$ cat config.mk
export PLATFORM = sky130hd
export DESIGN_NAME = ax25_address_field_parser
export DESIGN_NICKNAME = d
export VERILOG_FILES = /design/src/design/ax25_afp_pkg.sv /design/src/design/ax25_address_field_parser.sv
export SDC_FILE = /design/constraint.sdc
export NUM_CORES = 1
export LEC_CHECK = 0
export BUFFER_PORTS_ARGS = -buffer_cell sky130_fd_sc_hd__buf_2
export CAP_MARGIN = 20
export CORE_MARGIN = 3
export CORE_UTILIZATION = 60
export CTS_BUF_LIST = sky130_fd_sc_hd__clkbuf_4 sky130_fd_sc_hd__clkbuf_8 sky130_fd_sc_hd__clkbuf_16
export CTS_CLUSTER_DIAMETER = 80
export DETAILED_ROUTE_END_ITERATION = 10
export HOLD_SLACK_MARGIN = 0.02
export PLACE_DENSITY_LB_ADDON = 0.05
export SYNTH_ARGS = -nofsm -noshare
export SYNTH_HDL_FRONTEND = slang
export SYNTH_SLANG_ARGS = --single-unit
$ cat constraint.sdc
create_clock -name aclk -period 6.88 [get_ports aclk]
set_input_delay 0.344 -clock aclk [delete_from_list [all_inputs] [get_ports aclk]]
set_output_delay 0.344 -clock aclk [all_outputs]
set_load 0.1 [all_outputs]
$ cat src/design/ax25_afp_pkg.sv
// Package with the field widths, status codes and byte roles of the AX.25 address parser.
`default_nettype none

package ax25_afp_pkg;

    // Frame layout limits.
    localparam int ADDRESS_BYTES  = 7;
    localparam int MAX_ADDRESSES  = 10;
    localparam int MAX_INFO_BYTES = 256;
    localparam int MIN_FRAME_LEN  = 2 * ADDRESS_BYTES + 2;

    // Field widths.
    localparam int ROLE_W   = 3;
    localparam int ANUM_W   = 4;
    localparam int CHAR_W   = 7;
    localparam int SSID_W   = 4;
    localparam int DIGI_W   = 4;
    localparam int HDR_W    = 7;
    localparam int STATUS_W = 3;
    localparam int COUNT_W  = 9;
    localparam int BIA_W    = 3;

    // Packed widths of the result beat.
    localparam int M_TDATA_W = 32;
    localparam int M_TUSER_W = ROLE_W + 1;

    // Byte roles.
    localparam logic [ROLE_W-1:0] ROLE_DEST    = 3'd0;
    localparam logic [ROLE_W-1:0] ROLE_SOURCE  = 3'd1;
    localparam logic [ROLE_W-1:0] ROLE_DIGI    = 3'd2;
    localparam logic [ROLE_W-1:0] ROLE_CONTROL = 3'd3;
    localparam logic [ROLE_W-1:0] ROLE_PID     = 3'd4;
    localparam logic [ROLE_W-1:0] ROLE_INFO    = 3'd5;

    // Frame status codes.
    localparam logic [STATUS_W-1:0] ST_OK    = 3'd0;
    localparam logic [STATUS_W-1:0] ST_SHORT = 3'd1;
    localparam logic [STATUS_W-1:0] ST_FEW   = 3'd2;
    localparam logic [STATUS_W-1:0] ST_OVER  = 3'd3;
    localparam logic [STATUS_W-1:0] ST_LONG  = 3'd4;

    // Counter limits.
    localparam logic [COUNT_W-1:0] COUNT_MAX = '1;
    localparam logic [HDR_W-1:0]   HDR_MAX   = '1;
    localparam logic [COUNT_W-1:0] INFO_CAP  = COUNT_W'(MAX_INFO_BYTES);
    localparam logic [COUNT_W-1:0] INFO_RESET_LIMIT = COUNT_W'(256);

endpackage

`default_nettype wire

$ cat src/design/ax25_address_field_parser.sv
// AX.25 address field parser: tags each frame byte and reports frame status on the last byte.
// Each accepted input beat is registered as its result beat in the output register.
// Throughput: one byte per cycle; a new beat is taken whenever the output register is empty
// or its beat is taken in the same cycle.
// Reset: aresetn (synchronous, active low) clears the parse state and sets the info limit to 256.
`default_nettype none

module ax25_address_field_parser
    import ax25_afp_pkg::*;
(
    input  wire logic                 aclk,
    input  wire logic                 aresetn,
    // Input stream.
    input  wire logic                 s_tvalid,
    output logic                      s_tready,
    input  wire logic [7:0]           s_tdata,   // [7:0] rx_byte
    input  wire logic                 s_tlast,   // frame_last
    // Result stream.
    output logic                      m_tvalid,
    input  wire logic                 m_tready,
    // [3:0] address_number, [10:4] callsign_char, [14:11] ssid_value,
    // [18:15] digipeater_count, [25:19] header_length, [28:26] frame_status, [31:29] zero
    output logic [M_TDATA_W-1:0]      m_tdata,
    // [2:0] byte_role, [3] is_ssid_byte
    output logic [M_TUSER_W-1:0]      m_tuser,
    output logic                      m_tlast,   // frame_done
    // Configuration write channel: max_info_length.
    input  wire logic                 cfg_valid,
    output logic                      cfg_ready,
    input  wire logic [COUNT_W-1:0]   cfg_data
);

    typedef enum logic [1:0] {
        PH_ADDR,
        PH_CTRL,
        PH_PID,
        PH_INFO
    } phase_t;

    // Parse state.
    logic [BIA_W-1:0]    bia_reg,      bia_next;
    logic [ANUM_W-1:0]   addr_cnt_reg, addr_cnt_next;
    phase_t              phase_reg,    phase_next;
    logic [COUNT_W-1:0]  fbc_reg,      fbc_next;
    logic [COUNT_W-1:0]  info_cnt_reg, info_cnt_next;
    logic [STATUS_W-1:0] sticky_reg,   sticky_next;
    logic [HDR_W-1:0]    hdr_cnt_reg,  hdr_cnt_next;
    logic [COUNT_W-1:0]  max_info_reg;

    // Result register.
    logic                  m_tvalid_reg;
    logic [M_TDATA_W-1:0]  m_tdata_reg,  m_tdata_next;
    logic [M_TUSER_W-1:0]  m_tuser_reg,  m_tuser_next;
    logic                  m_tlast_reg;

    logic accept;

    assign s_tready  = !m_tvalid_reg || m_tready;
    assign accept    = s_tvalid && s_tready;
    assign cfg_ready = 1'b1;

    assign m_tvalid = m_tvalid_reg;
    assign m_tdata  = m_tdata_reg;
    assign m_tuser  = m_tuser_reg;
    assign m_tlast  = m_tlast_reg;

    // Tag the current byte and work out the next parse state.
    always_comb begin
        logic [ROLE_W-1:0]   role;
        logic [ANUM_W-1:0]   anum;
        logic [CHAR_W-1:0]   cs;
        logic [SSID_W-1:0]   ssid;
        logic                is_ssid;
        logic [ANUM_W-1:0]   addr_inc;
        logic [DIGI_W-1:0]   digis;
        logic [STATUS_W-1:0] status;
        logic [COUNT_W-1:0]  limit;

        bia_next      = bia_reg;
        addr_cnt_next = addr_cnt_reg;
        phase_next    = phase_reg;
        info_cnt_next = info_cnt_reg;
        sticky_next   = sticky_reg;
        hdr_cnt_next  = hdr_cnt_reg;
        role          = ROLE_INFO;
        anum          = '0;
        cs            = '0;
        ssid          = '0;
        is_ssid       = 1'b0;
        addr_inc      = addr_cnt_reg + ANUM_W'(1);
        limit         = (max_info_reg < INFO_CAP) ? max_info_reg : INFO_CAP;

        fbc_next = (fbc_reg != COUNT_MAX) ? fbc_reg + COUNT_W'(1) : fbc_reg;

        case (phase_reg)
            PH_ADDR: begin
                anum = addr_cnt_reg;
                if (addr_cnt_reg == ANUM_W'(0)) begin
                    role = ROLE_DEST;
                end else if (addr_cnt_reg == ANUM_W'(1)) begin
                    role = ROLE_SOURCE;
                end else begin
                    role = ROLE_DIGI;
                end
                if (bia_reg < BIA_W'(ADDRESS_BYTES - 1)) begin
                    cs       = s_tdata[7:1];
                    bia_next = bia_reg + BIA_W'(1);
                end else begin
                    // Seventh byte: SSID and the extension bit.
                    is_ssid       = 1'b1;
                    ssid          = s_tdata[4:1];
                    bia_next      = '0;
                    addr_cnt_next = addr_inc;
                    if (s_tdata[0]) begin
                        if (addr_inc < ANUM_W'(2) && sticky_reg == ST_OK) begin
                            sticky_next = ST_FEW;
                        end
                        phase_next = PH_CTRL;
                    end else if (addr_inc >= ANUM_W'(MAX_ADDRESSES)) begin
                        if (sticky_reg == ST_OK) begin
                            sticky_next = ST_OVER;
                        end
                        phase_next = PH_CTRL;
                    end
                end
                if (hdr_cnt_reg != HDR_MAX) begin
                    hdr_cnt_next = hdr_cnt_reg + HDR_W'(1);
                end
            end
            PH_CTRL: begin
                role       = ROLE_CONTROL;
                phase_next = PH_PID;
                if (hdr_cnt_reg != HDR_MAX) begin
                    hdr_cnt_next = hdr_cnt_reg + HDR_W'(1);
                end
            end
            PH_PID: begin
                role       = ROLE_PID;
                phase_next = PH_INFO;
                if (hdr_cnt_reg != HDR_MAX) begin
                    hdr_cnt_next = hdr_cnt_reg + HDR_W'(1);
                end
            end
            default: begin
                role = ROLE_INFO;
                if (info_cnt_reg != COUNT_MAX) begin
                    info_cnt_next = info_cnt_reg + COUNT_W'(1);
                end
                if (info_cnt_next > limit && sticky_reg == ST_OK) begin
                    sticky_next = ST_LONG;
                end
            end
        endcase

        // Digipeaters are the completed addresses beyond the second.
        digis = (addr_cnt_next > ANUM_W'(2)) ? addr_cnt_next - ANUM_W'(2) : '0;

        // A frame that ends before its PID byte, or is too short, reports short.
        status = sticky_next;
        if (s_tlast && (fbc_next < COUNT_W'(MIN_FRAME_LEN) || phase_next != PH_INFO)) begin
            status = ST_SHORT;
        end

        m_tdata_next = {3'b000, status, hdr_cnt_next, digis, ssid, cs, anum};
        m_tuser_next = {is_ssid, role};
    end

    // Parse state, configuration register and result register.
    always_ff @(posedge aclk) begin
        if (!aresetn) begin
            bia_reg      <= '0;
            addr_cnt_reg <= '0;
            phase_reg    <= PH_ADDR;
            fbc_reg      <= '0;
            info_cnt_reg <= '0;
            sticky_reg   <= ST_OK;
            hdr_cnt_reg  <= '0;
            max_info_reg <= INFO_RESET_LIMIT;
            m_tvalid_reg <= 1'b0;
        end else begin
            if (cfg_valid) begin
                max_info_reg <= cfg_data;
            end
            if (accept) begin
                if (s_tlast) begin
                    // Frame end: back to the start of the address field.
                    bia_reg      <= '0;
                    addr_cnt_reg <= '0;
                    phase_reg    <= PH_ADDR;
                    fbc_reg      <= '0;
                    info_cnt_reg <= '0;
                    sticky_reg   <= ST_OK;
                    hdr_cnt_reg  <= '0;
                end else begin
                    bia_reg      <= bia_next;
                    addr_cnt_reg <= addr_cnt_next;
                    phase_reg    <= phase_next;
                    fbc_reg      <= fbc_next;
                    info_cnt_reg <= info_cnt_next;
                    sticky_reg   <= sticky_next;
                    hdr_cnt_reg  <= hdr_cnt_next;
                end
                m_tvalid_reg <= 1'b1;
            end else if (m_tready) begin
                m_tvalid_reg <= 1'b0;
            end
        end
    end

    // Result payload, loaded on every accepted beat.
    always_ff @(posedge aclk) begin
        if (accept) begin
            m_tdata_reg <= m_tdata_next;
            m_tuser_reg <= m_tuser_next;
            m_tlast_reg <= s_tlast;
        end
    end

endmodule

`default_nettype wire
* After elaboration in Yosys (flattened, before gate mapping)
Cells that the tools add are included.
Cells by class: $add $sub $neg 6, magnitude comparators 7, equal/unequal tests 8, multiplexer cells 35, bitwise logic cells 1, reduce and logical (&&, ||, !) cells 18
Operators with widths (count):
- 2-to-1 mux 9 bit | 7
- 2-to-1 mux 3 bit | 10
- 2-to-1 mux 7 bit | 3
- adder 9 x 1 -> 9 bit, second input constant | 2
- inequality test 9 bit, second input constant | 2
- 2-to-1 mux 2 bit | 6
- 2-to-1 mux 4 bit | 3
- greater-than comparator 9 bit | 1
- < comparator 9 x 5 -> 1 bit, second input constant | 1
- < comparator 9 bit, second input constant | 1
- one-hot mux 3 bit (3 select lines) | 1
- adder 7 x 1 -> 7 bit, second input constant | 1
- inequality test 7 bit, second input constant | 1
- one-hot mux 2 bit (3 select lines) | 1
- one-hot mux 3 bit (2 select lines) | 1
- AND reduction 2 bit | 3
- adder 4 x 1 -> 4 bit, second input constant | 1
- == test 4 x 1 -> 1 bit, second input constant | 1
- greater-or-equal comparator 4 bit, second input constant | 1
- greater-than comparator 4 x 2 -> 1 bit, second input constant | 1
- logical AND 1 bit | 4
- logical NOT 4 bit | 1
- < comparator 4 x 2 -> 1 bit, second input constant | 1
- nonzero test 2 bit | 2
- 15 further kinds | 19
Word-level totals: flip-flop bits (word level) 81

* Longest topological paths before layout
Gate-level depths: netlist of the first run.
depth after elaboration 9, depth in mapped cells 12, depth with buffers taken out 11

* Least setup slack after synthesis of the first run
Ideal clock, no wire load.
kind reg-to-reg, start point reg m_tvalid_reg (netlist: m_tvalid), end point reg addr_cnt_reg[3], library setup time 0.128 ns, data arrival time 3.559 ns, data required time 6.752 ns, setup slack 3.193 ns, cell stages (with the launch flop) 8, path buffers 1, period minus slack after synthesis 3.687 ns, cells stage by stage dfxtp_1 -> nand2b_1 -> nand2_1 -> inv_2 -> clkbuf_1 -> o21ai_1 -> a22oi_1 -> nor2_1
On the way: cells in the longest elaborated chain, start to end 3
RTL lines:
- start: declaration | RTL line ax25_address_field_parser.sv:51 | logic m_tvalid_reg;
- start signal: assignment | RTL line ax25_address_field_parser.sv:179 | m_tvalid_reg <= 1'b0;
- start signal: assignment | RTL line ax25_address_field_parser.sv:203 | m_tvalid_reg <= 1'b1;
- start signal: assignment | RTL line ax25_address_field_parser.sv:205 | m_tvalid_reg <= 1'b0;
- logical NOT 1 bit | RTL line ax25_address_field_parser.sv:58 | assign s_tready = !m_tvalid_reg || m_tready;
- logical OR 1 bit | RTL line ax25_address_field_parser.sv:58
- net s_tready | RTL line ax25_address_field_parser.sv:15 | output logic s_tready,
- logical AND 1 bit | RTL line ax25_address_field_parser.sv:59 | assign accept = s_tvalid && s_tready;
- net accept | RTL line ax25_address_field_parser.sv:56 | logic accept;
- end signal: assignment | RTL line ax25_address_field_parser.sv:196 | addr_cnt_reg <= addr_cnt_next;
- end: declaration | RTL line ax25_address_field_parser.sv:42 | logic [ANUM_W-1:0] addr_cnt_reg, addr_cnt_next;
The timed path passes the listed nets, and every way through them passes these cells. A chain may end at the register's enable or synchronous reset.

* Worst setup path after layout of the first run
start point reg info_cnt_reg[0], end point reg m_tdata_reg[28] (netlist: m_tdata[28]), data pin
On the way: cells in the longest elaborated chain, start to end 7, elaborated cells between the ends (all ways) 8, classes of those cells 1 x add/sub; 1 x order compare; 1 x eq/ne; 4 x mux; 1 x reduce/logical
RTL lines:
- start: declaration | RTL line ax25_address_field_parser.sv:45 | logic [COUNT_W-1:0] info_cnt_reg, info_cnt_next;
- start signal: assignment | RTL line ax25_address_field_parser.sv:199 | info_cnt_reg <= info_cnt_next;
- adder 9 x 1 -> 9 bit or inequality test 9 bit (tied branches) | RTL line ax25_address_field_parser.sv:147, ax25_address_field_parser.sv:146
- 2-to-1 mux 9 bit * | RTL line ax25_address_field_parser.sv:146 | if (info_cnt_reg != COUNT_MAX) begin
- 2-to-1 mux 9 bit * | RTL line ax25_address_field_parser.sv:95 | case (phase_reg)
- greater-than comparator 9 bit * | RTL line ax25_address_field_parser.sv:149 | if (info_cnt_next > limit && sticky_reg == ST_OK) begin
- logical AND 1 bit * | RTL line ax25_address_field_parser.sv:149
- 2-to-1 mux 3 bit * | RTL line ax25_address_field_parser.sv:149
- one-hot mux 3 bit (2 select lines) * | RTL line ax25_address_field_parser.sv:95
- end signal: assignment | RTL line ax25_address_field_parser.sv:213 | m_tdata_reg <= m_tdata_next;
- end: declaration | RTL line ax25_address_field_parser.sv:52 | logic [M_TDATA_W-1:0] m_tdata_reg, m_tdata_next;
Every way passes the cells marked *; elsewhere a longest branch is shown, timed or not. The select of a mux whose other input is x is not followed.

==> results of run 1 <==
-- power groups by stage --
| stage | registers (W) | clock network (W) | logic [W] |
|---|---|---|---|
| 2_1_floorplan | 0.000618 | 0 | 0.0000561 |
| 3_3_place_gp | 0.000536 | 0 | 0.000165 |
| 3_5_place_dp | 0.000536 | 0 | 0.000168 |
| 4_1_cts | 0.000525 | 0.000377 | 0.000169 |
| 5_1_grt | 0.000527 | 0.000399 | 0.000177 |
| 6_report | 0.000525 | 0.000374 | 0.000169 |
-- logic make-up after synthesis --
family	count (synthesis)	share of synthesized area, %
XOR/XNOR	14	2.97
flip-flops	81	47.6
AND/OR/NAND/NOR	151	19.6
adder cells (fa/ha/maj)	20	6.07
buffers and inverters	38	4.07
other	2	0.182
AO/OA/AOI/OAI	100	16.3
multiplexers	13	3.22
-- metal layers --
metal | track usage, % | wire length [µm] | vias to the layer above
li1 | - | - | 1614
met1 | 30.7 | 3940 | 1553
met2 | 40.2 | 4320 | 99
met3 | 4.42 | 478 | 9
met4 | 6.73 | 107 | 0
met5 | 0 | 0 | -
-- worst paths after layout --
| check | to | depth (start not counted) |
|---|---|---|
| min | max_info_reg[8] | 3 |
| max reg2reg | m_tdata[28] | 10 |
| max | m_tdata[28] | 10 |
| min reg2reg | sticky_reg[1] | 2 |
-- per-stage QoR --
stage          hold slack [ns]  area (µm²)  power (W)  setup slack [ns]
2_1_floorplan            0.443        4130   0.000674              3.19
3_3_place_gp             0.462        4410   0.000701              3.93
3_5_place_dp             0.467        4420   0.000704              3.78
4_1_cts                  0.200        4630    0.00107              3.73
5_1_grt                  0.213        4630    0.00110              3.43
6_report                 0.201        4630    0.00107              3.69
-- cell usage after synthesis (all sizes together), types with 3 or more instances --
cell type / instances
a32oi: 3
a31oi: 12
a22oi: 6
xnor2: 5
a21boi: 5
nand2: 31
nor2: 28
a21oi: 23
edfxtp: 34
or3: 4
a22o: 4
nor3: 5
mux2i: 11
and3: 12
o21ai: 23
dfxtp: 47
nand4b: 3
o211ai: 5
nand3: 17
and4: 3
ha: 20
nand4: 5
buf: 7
inv: 12
and2: 19
clkbuf: 18
nor2b: 16
xor2: 9
-- worst max-delay path, cell delays in order (launching register included) --
cell and delay (ns):
dfxtp_1 0.42, ha_1 0.25, and3_1 0.29, nand4_1 0.44, mux2_1 0.50, ha_1 0.31
nor2b_1 0.14, o211ai_1 0.17, a21oi_1 0.11, o211ai_1 0.18, a21oi_1 0.09
-- layout make-up --
type / count / area share [%]
clock inverter: 5 / 1.32
inverter: 13 / 1.05
tap: 77 / 2.08
clock buffer: 11 / 3.37
sequential: 81 / 42.3
timing repair buffer: 60 / 6.67
multi-input combinational: 302 / 43.2
-- cells in the final DEF (no fill, tap or decap), types with 16 or more instances in the layout --
cell type / synthesis / layout
nor2b_1: 16 / 16
a21oi_1: 23 / 23
buf_2: 2 / 58
nand2_1: 31 / 31
nor2_1: 28 / 28
dfxtp_1: 47 / 47
edfxtp_1: 34 / 34
and2_1: 18 / 18
ha_1: 20 / 20
nand3_1: 17 / 17
==> results_dict.tcl, run 1 <==
set metrics [dict create \
    status "finished clean" \
    clk_pin_slew_worst_paths_ns 0.09 \
    crit_start "info_cnt_reg[0]" \
    ir_drop_uv 180 \
    yosysWarnings 0 \
    syn_inst 419 \
    setup_viol 0 \
    htreeDepth 3 \
    end_kind "flip-flop" \
    clock_latency_ns 0.36 \
    core_mm2 0.00649 \
    intPower_w 0.000744 \
    synth_area_mm2 0.00412 \
    path_class "reg -> reg" \
    post_drt_wl_per_cell_um 16.1 \
    finish.utilization_pct 71.4 \
    largest_reg_flops 29 \
    seqPwrFrac_pct 49.2 \
    gp_congestion 0.817 \
    relSlewSlack_pct 34.1 \
    synth_top_area_cell "edfxtp_1" \
    die_height_um 88.9 \
    area_growth_pct 12.4 \
    p_per_area_mw_per_mm2 230 \
    fin_crit_ns 3.19 \
    cts_tree "built" \
    yosysTopAreaCellShare_pct 24.8 \
    cts_buffer_depth 2 \
    reg2reg_setup_slack_ns 3.69 \
    hold_viol_final 0 \
    ios 63 \
    routed_wl_mm 8.85 \
    dp_hpwl_mm 5.95 \
    crit_path_start_kind "flip-flop" \
    antenna_left 0 \
    root_buffer "clkbuf_8" \
    period_share_pct 46.3 \
    crit_fanout 12 \
    synth_ff_type "dfxtp_1" \
    cts_num_sinks 81 \
    fmax_mhz 314 \
    p_leak_nw 1.93 \
    drc 0 \
    cts_resized 0 \
    drt_pass1_iterations 5 \
    slew_viol_final 0 \
    nets 510 \
    multi_input_area_mm2 0.00200 \
    start_util_pct 63.5 \
    antenna_found_initial 0 \
    diodes 0 \
    synth_cell_type_count 60 \
    rows 29 \
    skew_ns 0.0189 \
    drt_iter0_drc 225 \
    dp.cells 533 \
    die-area_mm2 0.00790 \
    p_sw_share_pct 30.3 \
    vias_per_cell 5.97 \
    grt_usage_pct 23.6 \
    cts-buffers-inserted 9 \
    min_from "cfg_data[8]" \
    pwr-share-clk_pct 35.0 \
    seqCellArea_mm2 0.00196 \
    synth-edff-count 34 \
    cts_hold_buffers 0 \
    async_flop_share_pct 0 \
    seq_area_frac_synth_pct 47.6 \
    worst_slew_pin_slew_ns 0.989 \
    share_comb_of_total_power_pct 15.8 \
    grt_pass1_wl_mm 14.4 \
    rsz0062_at_grt "false" \
    p_sw_w 0.000323 \
    ys_ff_latch 81 \
    fillers 481 \
    drive_gt1_share_pct 18.2 \
    grt_pass1_vias 3022 \
    io_buffer_count 58 \
    post-cts-setup-buffers 0 \
    critPathArrivalTime_ns 3.26 \
    r2r-start "info_cnt_reg[0]" \
    critPathRequiredTime_ns 6.96 \
    grt.overflow.total 0 \
    die_w_um 88.9 \
    grt_max_degree 51 \
    maxCapViolCount 0 \
    stdcell_count 549 \
    avgSynthCellArea_um2 9.84 \
    min-delay-path-class "in -> reg" \
    yosys-top-cells-area "edfxtp_1 (25%), dfxtp_1 (23%), ha_1 (6.1%)" \
    fin_tns_setup_ns 0 \
    vias 3275 \
]
Power figures use the tool's default switching activity.
==> run 2, diff against run 1 <==
- CORE_UTILIZATION: 60 -> 57
- clock period: 6.88 -> 3.1 ns (I/O delays scaled with it)
==> results_dict.tcl, run 2 (same netlist as run 1, synthesis figures left out) <==
set metrics [dict create \
    fmax_mhz 361 \
    drive_gt1_share_pct 19.5 \
    r2r-start "info_cnt_reg[0]" \
    routed_wl_mm 8.93 \
    grt_usage_pct 23.1 \
    end_kind "flip-flop" \
    period_share_pct 89.4 \
    rsz0062_at_grt "false" \
    gp_congestion 0.859 \
    hold_depth 3 \
    setup_viol 0 \
    hold_viol_final 0 \
    vias_per_cell 5.68 \
    antenna_found_initial 0 \
    core_mm2 0.00691 \
    fin_crit_ns 2.77 \
    skew_ns 0.0102 \
    route.met3.wl_um 591 \
    nets 516 \
    post_drt_wl_per_cell_um 15.6 \
    totalPowerFinal_w 0.00233 \
    grt_pass1_wl_mm 15.4 \
    clk_pin_slew_worst_paths_ns 0.08 \
    cts_buffer_depth 2 \
    status "finished clean" \
    cts_resized 0 \
    final_common_cell "buf_2" \
    crit_fanout 6 \
    ir_drop_uv 291 \
    start_util_pct 59.7 \
    min-delay-path-class "in -> reg" \
    grt_max_degree 39 \
    r2r_end "m_tdata[28]" \
    die_w_um 91.0 \
    maxCapViolCount 0 \
    diodes 0 \
    cts_tree "built" \
    top_layer "met4" \
    place_area_mm2 0.00450 \
    crit_path_start_kind "flip-flop" \
    slowest_delay_ns 0.35 \
    route.met2.wl_mm 4.22 \
    wl_met1_mm 4.05 \
    root_buffer "clkbuf_8" \
    critPathRequiredTime_ns 3.18 \
    crit_chain "ha_1 > and3_1 > and3_1 > or2_2 > ha_1 > and4_1 > a221o_1 > o211ai_1 > a21oi_1" \
    worst_hold_path.endpoint "m_tvalid" \
    rows 30 \
    antenna_left 0 \
    design_area_mm2 0.00470 \
    min_from "s_tvalid" \
    slew_viol_final 0 \
    htreeDepth 3 \
    cts_hold_buffers 0 \
    finish.utilization_pct 68.0 \
    fin_tns_setup_ns 0 \
    grt.overflow.total 0 \
    area_growth_pct 14.0 \
    stdcell_count 574 \
    drt_pass1_iterations 4 \
    fillers 596 \
    largest_reg_flops 29 \
    drt_iter0_drc 205 \
    ios 63 \
    clock_latency_ns 0.36 \
    p_per_area_mw_per_mm2 497 \
    critPathArrivalTime_ns 2.85 \
    drc 0 \
    io_buffer_count 58 \
    worst_slew_pin_slew_ns 0.767 \
    reg2reg_setup_slack_ns 0.33 \
    final_cell_mix "buf_2 (58), dfxtp_1 (47), edfxtp_1 (34), nand2_1 (31), nor2_1 (28)" \
    reg2reg_depth 9 \
    die-area_mm2 0.00829 \
    cts_num_sinks 81 \
    die_height_um 91.0 \
    dp_hpwl_mm 6.32 \
    relSlewSlack_pct 48.2 \
    vias 3263 \
    grt_pass1_vias 3201 \
    crit_slowest_cell "dfxtp_1" \
    post-cts-setup-buffers 0 \
    p_leak_nw 1.95 \
    cts-buffers-inserted 9 \
    path_class "reg -> reg" \
    dp.cells 558 \
]
-- run 2: changes by cell type in the layout (fill, tap and decap cells not counted), sizes merged --
| cell | change |
|---|---|
| buf | +6 |
| clkinvlp | +1 |
| inv | -1 |
-- run 2: area by class of cell --
class | instances | area, µm² | share of cell area [%]
multi-input cells | 302 | 2000 | 42.6
inverters | 13 | 48.8 | 1.04
clock inverters | 5 | 56.3 | 1.20
repair buffers | 66 | 363 | 7.72
clock buffers | 11 | 145 | 3.09
flip-flops and latches | 81 | 1960 | 41.8
well taps | 96 | 120 | 2.56
-- run 2: worst max-delay path: cells and delay by family, from the launching register on --
kind | cells | cell delay (ns)
and+or+nand+nor | 4 | 1.02
AOI/OAI and AO/OA | 3 | 0.59
adders and majority gates | 2 | 0.54
DFF | 1 | 0.35
-- run 2: worst max-delay path by stage --
stage / from / endpoint / cells past startpoint
after floorplan: m_tvalid / fbc_reg[8] / 6
after global placement: info_cnt_reg[0] / m_tdata[28] / 10
final: info_cnt_reg[0] / m_tdata[28] / 9
after global routing: info_cnt_reg[0] / sticky_reg[2] / 11
after CTS: info_cnt_reg[0] / m_tdata[28] / 9
after detailed placement: info_cnt_reg[0] / m_tdata[28] / 10
-- run 2: through the flow --
stage	setup WS (ns)	hold slack, ns
5_1_grt	0.154	0.0493
6_report	0.330	0.0355
3_5_place_dp	0.363	0.406
3_3_place_gp	0.434	0.373
4_1_cts	0.348	0.0281
2_1_floorplan	0.188	0.254
-- run 2: report_power, final --
group | total [W] | internal (W) | switching, W
combinational | 0.000381 | 0.0000730 | 0.000308
clock | 0.000787 | 0.000402 | 0.000386
sequential | 0.00116 | 0.00115 | 0.0000153
total | 0.00233 | 0.00162 | 0.000709
-- run 2: layer usage --
metal | vias to the layer above | global-route usage, %
li1 | 1630 | -
met1 | 1526 | 31.7
met2 | 101 | 36.7
met3 | 6 | 4.81
met4 | 0 | 7.16
met5 | - | 0
==> run 3, diff against run 2 <==
- clock period: 3.1 -> 2.9 ns (I/O delays scaled with it)
==> results_dict.tcl, run 3 (same netlist as run 1, synthesis figures left out) <==
set metrics [dict create \
    status "finished clean" \
    io_buffer_count 58 \
    die_w_um 91.0 \
    crit_chain "ha_1 > and3_2 > and3_1 > or2_2 > ha_1 > and4_1 > a221o_1 > o211ai_1 > a21oi_1" \
    r2r_end "m_tdata[28]" \
    root_buffer "clkbuf_8" \
    nets 518 \
    min-delay-path-class "in -> reg" \
    critPathArrivalTime_ns 2.80 \
    drive_gt1_share_pct 20.0 \
    cts_num_sinks 81 \
    vias 3317 \
    fin_crit_ns 2.74 \
    routed_wl_mm 8.99 \
    die_height_um 91.0 \
    drt_pass1_iterations 4 \
    area_growth_pct 14.6 \
    crit_path_frequent_cell "ha_1" \
    rows 30 \
    relSlewSlack_pct 35.1 \
    clk_pin_slew_worst_paths_ns 0.08 \
    period_share_pct 94.6 \
    gp_congestion 0.854 \
    grt_usage_pct 22.6 \
    reg2reg_setup_slack_ns 0.16 \
    final_cell_mix "buf_2 (58), dfxtp_1 (46), edfxtp_1 (34), nand2_1 (31), nor2_1 (28)" \
    antenna_found_initial 0 \
    slew_viol_final 0 \
    ir_drop_uv 263 \
    die-area_mm2 0.00829 \
    maxCapViolCount 0 \
    grt_pass1_wl_mm 15.2 \
    worst_hold_path.endpoint "max_info_reg[8]" \
    largest_reg_flops 29 \
    crit_slowest_cell "dfxtp_1" \
    clock_latency_ns 0.35 \
    start_util_pct 59.7 \
    drc 0 \
    crit_fanout 6 \
    vias_per_cell 5.76 \
    cts_buffer_depth 2 \
    grt_pass1_vias 3262 \
    min_from "cfg_data[8]" \
    design_area_mm2 0.00473 \
    fmax_mhz 365 \
    reg2reg_depth 9 \
    skew_ns 0.0106 \
    antenna_left 0 \
    slowest_delay_ns 0.35 \
    end_kind "flip-flop" \
    fin_tns_setup_ns 0 \
    cts-buffers-inserted 9 \
    critPathRequiredTime_ns 2.96 \
    dp_hpwl_mm 6.26 \
    core_mm2 0.00691 \
    rsz0062_at_grt "false" \
    cts_tree "built" \
    hold_viol_final 0 \
    drt_iter0_drc 173 \
    crit_path_start_kind "flip-flop" \
    htreeDepth 3 \
    post_drt_wl_per_cell_um 15.6 \
    grt_max_degree 32 \
    ios 63 \
    diodes 0 \
    p_per_area_mw_per_mm2 536 \
    final_common_cell "buf_2" \
    path_class "reg -> reg" \
    setup_viol 0 \
    worst_slew_pin_slew_ns 0.960 \
    hold_depth 3 \
    p_leak_nw 1.95 \
    grt.overflow.total 0 \
    place_area_mm2 0.00449 \
    r2r-start "info_cnt_reg[0]" \
]
run 3: cell count changes in the layout (fill, tap and decap cells not counted), sizes merged:
cell	before	now
clkinv	4	1
clkinvlp	1	3
buf	66	67
dlygate4sd3	0	1
inv	12	13
run 3: power breakdown:
group          internal, W  switching (W)  total (W)  leakage (nW)
Clock             0.000463       0.000418   0.000881         0.101
Sequential         0.00123      0.0000163    0.00124         0.720
Combinational    0.0000755       0.000331   0.000407          1.13
run 3: cell type report:
| class | count | area (µm²) |
|---|---|---|
| multi-input cells | 302 | 2000 |
| clock inverters | 5 | 61.3 |
| well taps | 96 | 120 |
| repair buffers | 68 | 372 |
| clock buffers | 11 | 156 |
| fillers | 593 | 2180 |
| inverters | 13 | 48.8 |
| flip-flops and latches | 81 | 1960 |
run 3: worst max-delay path by stage:
stage / startpoint / endpoint / slack, ns
final: info_cnt_reg[0] / m_tdata[28] / 0.16
after global routing: info_cnt_reg[0] / m_tdata[28] / 0.02
after CTS: info_cnt_reg[0] / m_tdata[28] / 0.12
after detailed placement: info_cnt_reg[0] / m_tdata[28] / 0.14
after global placement: info_cnt_reg[0] / m_tdata[28] / 0.24
after floorplan: info_cnt_reg[0] / m_tdata[28] / 0.30
run 3: critical path, delay by kind of cell, from the launching register on:
family | cells | cell delay [ns]
fa+ha+maj | 2 | 0.54
flops | 1 | 0.35
compound gates | 3 | 0.58
simple gates | 4 | 0.99
run 3: timing repair:
item,in CTS,in global routing
hold buffers,1,0
setup endpoints to repair,0,2
gates resized for setup,0,2
setup buffers,0,1
hold endpoints to repair,1,0
run 3: stage by stage:
step,hold WS (ns),util [%],worst slack [ns],instances,total power (W)
floorplan,0.244,-,0.304,421,0.00160
global placement,0.364,64.9,0.236,558,0.00167
detailed placement,0.390,64.9,0.144,558,0.00168
CTS,0.0203,68.2,0.118,575,0.00255
global route,0.0548,68.4,0.0216,576,0.00263
finish,0.0270,68.4,0.157,576,0.00253
run 3: layer usage:
metal / GRT usage [%] / share of wire [%] / up-vias / routed length (µm)
li1: - / - / 1635 / -
met1: 30.4 / 44 / 1574 / 3920
met2: 36.9 / 48 / 99 / 4330
met3: 3.48 / 6.9 / 9 / 619
met4: 8.29 / 1.3 / 0 / 118
met5: 0 / 0 / - / 0
